## src/rtl/vps_pkg.sv

```systemverilog
// shared widths and types for the vector projection split block
`default_nettype none

package vps_pkg;

  // input component and result component widths
  localparam int CompW = 16;
  localparam int OutW  = 17;

  // first cross product: 16x16 products and their difference
  localparam int ProdW  = 32;
  localparam int CrossW = 33;

  // second cross product: 16x33 products and their difference
  localparam int TProdW = 49;
  localparam int TW     = 50;

  // squared field magnitude and divider widths
  localparam int QW    = 32;
  localparam int MagW  = 48;
  localparam int QuotW = 16;

  typedef logic signed [CompW-1:0]  comp_t;
  typedef logic signed [OutW-1:0]   out_t;
  typedef logic signed [ProdW-1:0]  prod_t;
  typedef logic signed [CrossW-1:0] cross_t;
  typedef logic signed [TProdW-1:0] tprod_t;
  typedef logic signed [TW-1:0]     tvec_t;
  typedef logic [QW-1:0]            sqr_t;
  typedef logic [QuotW-1:0]         quot_t;

endpackage

`default_nettype wire

```

## src/rtl/vps_back.sv

```systemverilog
// output stage: signed perpendicular part, parallel part and zero-field masking
`default_nettype none

module vps_back (
  input  wire                  clk_i,
  input  wire                  en_i,
  input  vps_pkg::quot_t       quot_i [3],
  input  wire  [2:0]           neg_i,
  input  vps_pkg::comp_t       vel_i  [3],
  input  wire                  zero_i,
  output vps_pkg::out_t        par_o  [3],
  output vps_pkg::out_t        perp_o [3],
  output logic                 zero_o
);

  vps_pkg::out_t par_q  [3];
  vps_pkg::out_t perp_q [3];
  vps_pkg::out_t par_d  [3];
  vps_pkg::out_t perp_d [3];
  logic          zero_q;

  // restore sign, subtract from velocity, force zero for a null field
  always_comb begin : res_comb
    vps_pkg::out_t mag;
    vps_pkg::out_t perp;
    for (int c = 0; c < 3; c++) begin
      mag  = vps_pkg::out_t'({1'b0, quot_i[c]});
      perp = neg_i[c] ? vps_pkg::out_t'(-mag) : mag;
      if (zero_i) begin
        perp_d[c] = '0;
        par_d[c]  = '0;
      end else begin
        perp_d[c] = perp;
        par_d[c]  = vps_pkg::out_t'(vps_pkg::OutW'(vel_i[c]) - perp);
      end
    end
  end

  // output register
  always_ff @(posedge clk_i) begin
    if (en_i) begin
      par_q  <= par_d;
      perp_q <= perp_d;
      zero_q <= zero_i;
    end
  end

  assign par_o  = par_q;
  assign perp_o = perp_q;
  assign zero_o = zero_q;

endmodule

`default_nettype wire

```

## config.mk

```make
export PLATFORM = sky130hd
export DESIGN_NAME = vps_back
export DESIGN_NICKNAME = d
export VERILOG_FILES = /design/src/rtl/vps_pkg.sv /design/src/rtl/vps_back.sv
export SDC_FILE = /design/constraint.sdc
export NUM_CORES = 1
export LEC_CHECK = 0
export BUFFER_PORTS_ARGS = -buffer_cell sky130_fd_sc_hd__clkbuf_2
export CAP_MARGIN = 20
export CELL_PAD_IN_SITES_DETAIL_PLACEMENT = 0
export CELL_PAD_IN_SITES_GLOBAL_PLACEMENT = 1
export CORE_ASPECT_RATIO = 0.75
export CORE_MARGIN = 4
export CORE_UTILIZATION = 30
export DETAILED_ROUTE_END_ITERATION = 10
export PLACE_DENSITY_LB_ADDON = 0.1
export SYNTH_ARGS = -nofsm -noshare
export SYNTH_HDL_FRONTEND = slang
export SYNTH_SLANG_ARGS = --single-unit
```

## constraint.sdc

```tcl
create_clock -name clk_i -period 5.95 [get_ports clk_i]
set_clock_uncertainty 0.15 [all_clocks]
set_input_delay 0.595 -clock clk_i [delete_from_list [all_inputs] [get_ports clk_i]]
set_output_delay 0.595 -clock clk_i [all_outputs]
set_load 0.05 [all_outputs]
```

==> metrics.md <==
| Metric | Value |
|---|---|
| Critical path class | in -> reg |
| Max-slew violation count | 0 |
| Sequential area share after synthesis | 0.4499 |
| Critical Path Fanout Max | 6 |
| CP startpoint kind | input port |
| Boundary Pins | 205 |
| Sw Share | 0.3909 |
| Dpl cell area | 8208 µm² |
| Initial antenna violation count | 0 |
| Final setup fails | 0 |
| DRT Pass-1 Iters | 5 |
| Layout Nets | 1010 |
| Root buffer cell | clkbuf_16 |
| Worst Setup End Kind | register |
| Post-CTS setup buffer count | 0 |
| Die H | 139.1 µm |
| Clk slew on worst S/H paths | 0.07 ns |
| Cell Int Power | 1.518 mW |
| Worst Setup SP | quot_i[32] |
| P_sw | 0.9741 mW |
| Slew at the pin closest to its max-slew limit | 0.8231 ns |
| Cts bufs inserted | 9 |
| Row cnt | 47 |
| Leak | 3.457 nW |
| Most frequent CP cell | o21ai_0 |
| Avg Vias per Cell | 4.967 |
| Maximum vdd ir drop | 0.1374 mV |
| Ys async rst share | 0 |
| Worst path top cell family by delay | compound AO/OA/AOI/OAI gates |
| Required time of the critical path | 5.88 ns |
| IO Port Bufs | 204 |
| Ys Warns | 0 |
| Die area | 25430 µm² |
| DR vias | 5816 |
| Max cap viols | 0 |
| Max incr delay on CP | 0.45 ns |
| Area growth syn-to-layout | 23.64% |
| CTS resizes | 0 |
| Sum Neg Setup Slack | 0 ns |
| Final instance area | 8501 µm² |
| Mapped Cells | 676 |
| Initial core utilization | 0.3085 |
| Final Power | 2.492 mW |
| First-pass GRT wire length | 31450 µm |
| Final hold viol count | 0 |
| Total track usage | 0.1538 |
| DP Wirelength | 15350 µm |
| Die Wd | 182.8 µm |
| Hold Slack | 0.4815 ns |
| Final min period | 4.317 ns |
| DRT iter0 DRCs | 301 |
| Total global routing overflow | 0 |
| Status | complete, no violations |
| #FFs+latches synth | 103 |
| Largest net degree at the start of global routing | 70 |
| Worst min path class | in -> reg |
| Clk buf depth | 2 |
| Arrival time at the worst endpoint | 4.24 ns |
| PwrDens | 293.2 nW/µm² |
| Average wire per standard cell | 17.10 µm |
| Detailed-route DRC error count | 0 |
| Antenna Cells | 0 |
| Vias in the first global route | 5981 |
| Average size of a mapped cell | 10.17 µm² |
| Fmax | 231.6 MHz |
| Fin crit share | 0.7256 |
| DRT antenna net count | 0 |
| Sequential share of power | 0.375 |
| Synth Flop Type | edfxtp_1 |
| Combinational power share | 0.373 |
| CTS Hold Bufs | 0 |
| Rel. slew slack | 0.4371 |
| DP Cell Count | 1156 |
| Gpl congestion | 0.8746 |
| CTS tree | built |
| Number of enable flip-flop cells after synthesis | 103 |
| RSZ-0062 raised after global routing | no |
| Slowest cell on the critical path | nor2b_1 |
| CORE AREA | 22290 µm² |
| Synthesized area | 6875 µm² |
| WL final | 20030 µm |
| Synthesized Nets | 813 |
| Layout cells sized above 1 | 0.2782 |
| Clock power share | 0.252 |
| Fillers | 2255 |
| Synth cell types | 66 |
| Post-route insts no fill | 1171 |
| CTS H-tree depth | 3 |
| Buf+Inv Stages, Crit Path | 2 |
| Critical path cell sequence | clkbuf_2 -> inv_1 -> ha_1 -> nor2b_1 -> a21oi_1 -> xnor2_1 -> ha_1 -> o21ai_0 -> o21ai_0 -> nand4_1 -> and4_1 -> a2111oi_2 -> o21ai_0 -> a2bb2o_1 -> and2_1 -> xnor2_1 -> nor2b_1 |
| Worst Hold Launch | quot_i[15] |
| Clock tree sinks | 103 |
cell usage in the layout, fill, tap and decap left out, types with 6 or more instances in the layout:
cell type	instances
clkbuf_2	202
nor2_1	119
edfxtp_1	103
xnor2_1	52
xor2_1	38
ha_1	32
a21oi_1	29
o21ai_0	28
inv_1	26
nand2_1	19
nor3_1	17
nor2b_1	15
nand3_1	14
o31ai_1	12
a211oi_1	12
or2_2	10
a31oi_1	10
and2_1	10
clkbuf_16	9
or3_1	8
o211ai_1	7
o21a_1	7
a21o_1	7
nand4_1	6
synth_stat cells, types with 2 or more instances:
| cell type | number | area (µm²) |
|---|---|---|
| and3_1 | 2 | 12.51 |
| nand2_1 | 19 | 71.32 |
| o221ai_1 | 2 | 17.52 |
| or3_1 | 8 | 50.05 |
| xnor2_1 | 52 | 455.4 |
| a211o_1 | 2 | 17.52 |
| buf_1 | 5 | 18.77 |
| fa_1 | 3 | 60.06 |
| a221oi_1 | 4 | 35.03 |
| a21oi_1 | 29 | 145.1 |
| mux2i_1 | 5 | 50.05 |
| o21a_1 | 7 | 52.55 |
| xor2_1 | 38 | 332.8 |
| a211oi_1 | 12 | 90.09 |
| a31oi_1 | 10 | 62.56 |
| nand2b_1 | 4 | 25.02 |
| o21ai_0 | 28 | 140.1 |
| inv_1 | 26 | 97.59 |
| nor3_1 | 17 | 85.08 |
| edfxtp_1 | 103 | 3093 |
| o21bai_1 | 2 | 15.01 |
| nand4_1 | 6 | 37.54 |
| a41oi_1 | 2 | 17.52 |
| ha_1 | 32 | 400.4 |
| nor2b_1 | 15 | 93.84 |
| and2_1 | 10 | 62.56 |
| o31a_1 | 3 | 26.28 |
| a2111oi_0 | 3 | 26.28 |
| a21o_1 | 7 | 52.55 |
| or3_4 | 2 | 22.52 |
| or2_2 | 10 | 62.56 |
| a22oi_1 | 3 | 22.52 |
| maj3_1 | 3 | 30.03 |
| nor4b_1 | 2 | 17.52 |
| o2111ai_1 | 3 | 26.28 |
| nor3b_1 | 4 | 30.03 |
| nor2_1 | 119 | 446.7 |
| clkbuf_1 | 14 | 52.55 |
| o31ai_1 | 12 | 90.09 |
| nand3_1 | 14 | 70.07 |
| o211ai_1 | 7 | 52.55 |
| nor4_1 | 3 | 18.77 |
sequential cells by signal (all words and copies together) (netlist names):
register	cells
perp_o	51
zero_o	1
par_o	51
per-stage QoR:
step	worst slack (ns)	util
2_1_floorplan	1.737	-
3_3_place_gp	1.417	0.3683
3_5_place_dp	1.315	0.3683
4_1_cts	1.695	0.3814
5_1_grt	1.304	0.3814
6_report	1.633	0.3814
worst min-delay path: stages:
cell and delay, ns:
clkbuf_2 0.11, xor2_1 0.09, nor2_1 0.08
cell families after synthesis:
family,after synthesis,synth area share
muxes,6,0.009463
and+or+nand+nor,242,0.1723
buffers and inverters,46,0.02529
DFF,103,0.4499
xor gates and xnor gates,92,0.1194
adders and majority gates,38,0.07134
AOI/OAI and AO/OA,149,0.1523
power by group through the flow:
| stage | clock, mW | sequential, mW | combinational [mW] |
|---|---|---|---|
| 2_1_floorplan | 0 | 1.24 | 0.393 |
| 6_report | 0.627 | 0.934 | 0.931 |
| 5_1_grt | 0.683 | 0.943 | 1.01 |
| 4_1_cts | 0.652 | 0.936 | 0.939 |
| 3_5_place_dp | 0 | 0.951 | 0.934 |
| 3_3_place_gp | 0 | 0.949 | 0.933 |
final timing paths:
| path | endpoint | slack [ns] | cells past startpoint |
|---|---|---|---|
| hold / removal | perp_o[15] | 0.48 | 3 |
| setup / recovery | par_o[46] | 1.63 | 17 |
metal layers:
| metal | wire, µm | share of wire | global-route usage |
|---|---|---|---|
| met5 | 0 | 0 | 0 |
| met4 | 272 | 0.014 | 0.03762 |
| met3 | 1554 | 0.078 | 0.04772 |
| met1 | 9675 | 0.48 | 0.2138 |
| met2 | 8526 | 0.43 | 0.2347 |
area by class of cell:
cell class | instances | area (µm²) | area share
flip-flops and latches | 103 | 3093 | 0.3639
repair buffers | 206 | 1041 | 0.1225
well taps | 294 | 367.9 | 0.04327
inverters | 26 | 97.59 | 0.01148
multi-input cells | 527 | 3608 | 0.4245
clock inverters | 6 | 67.56 | 0.007948
clock buffers | 9 | 225.2 | 0.02649
No activity file was read; power rests on OpenSTA's default activity.
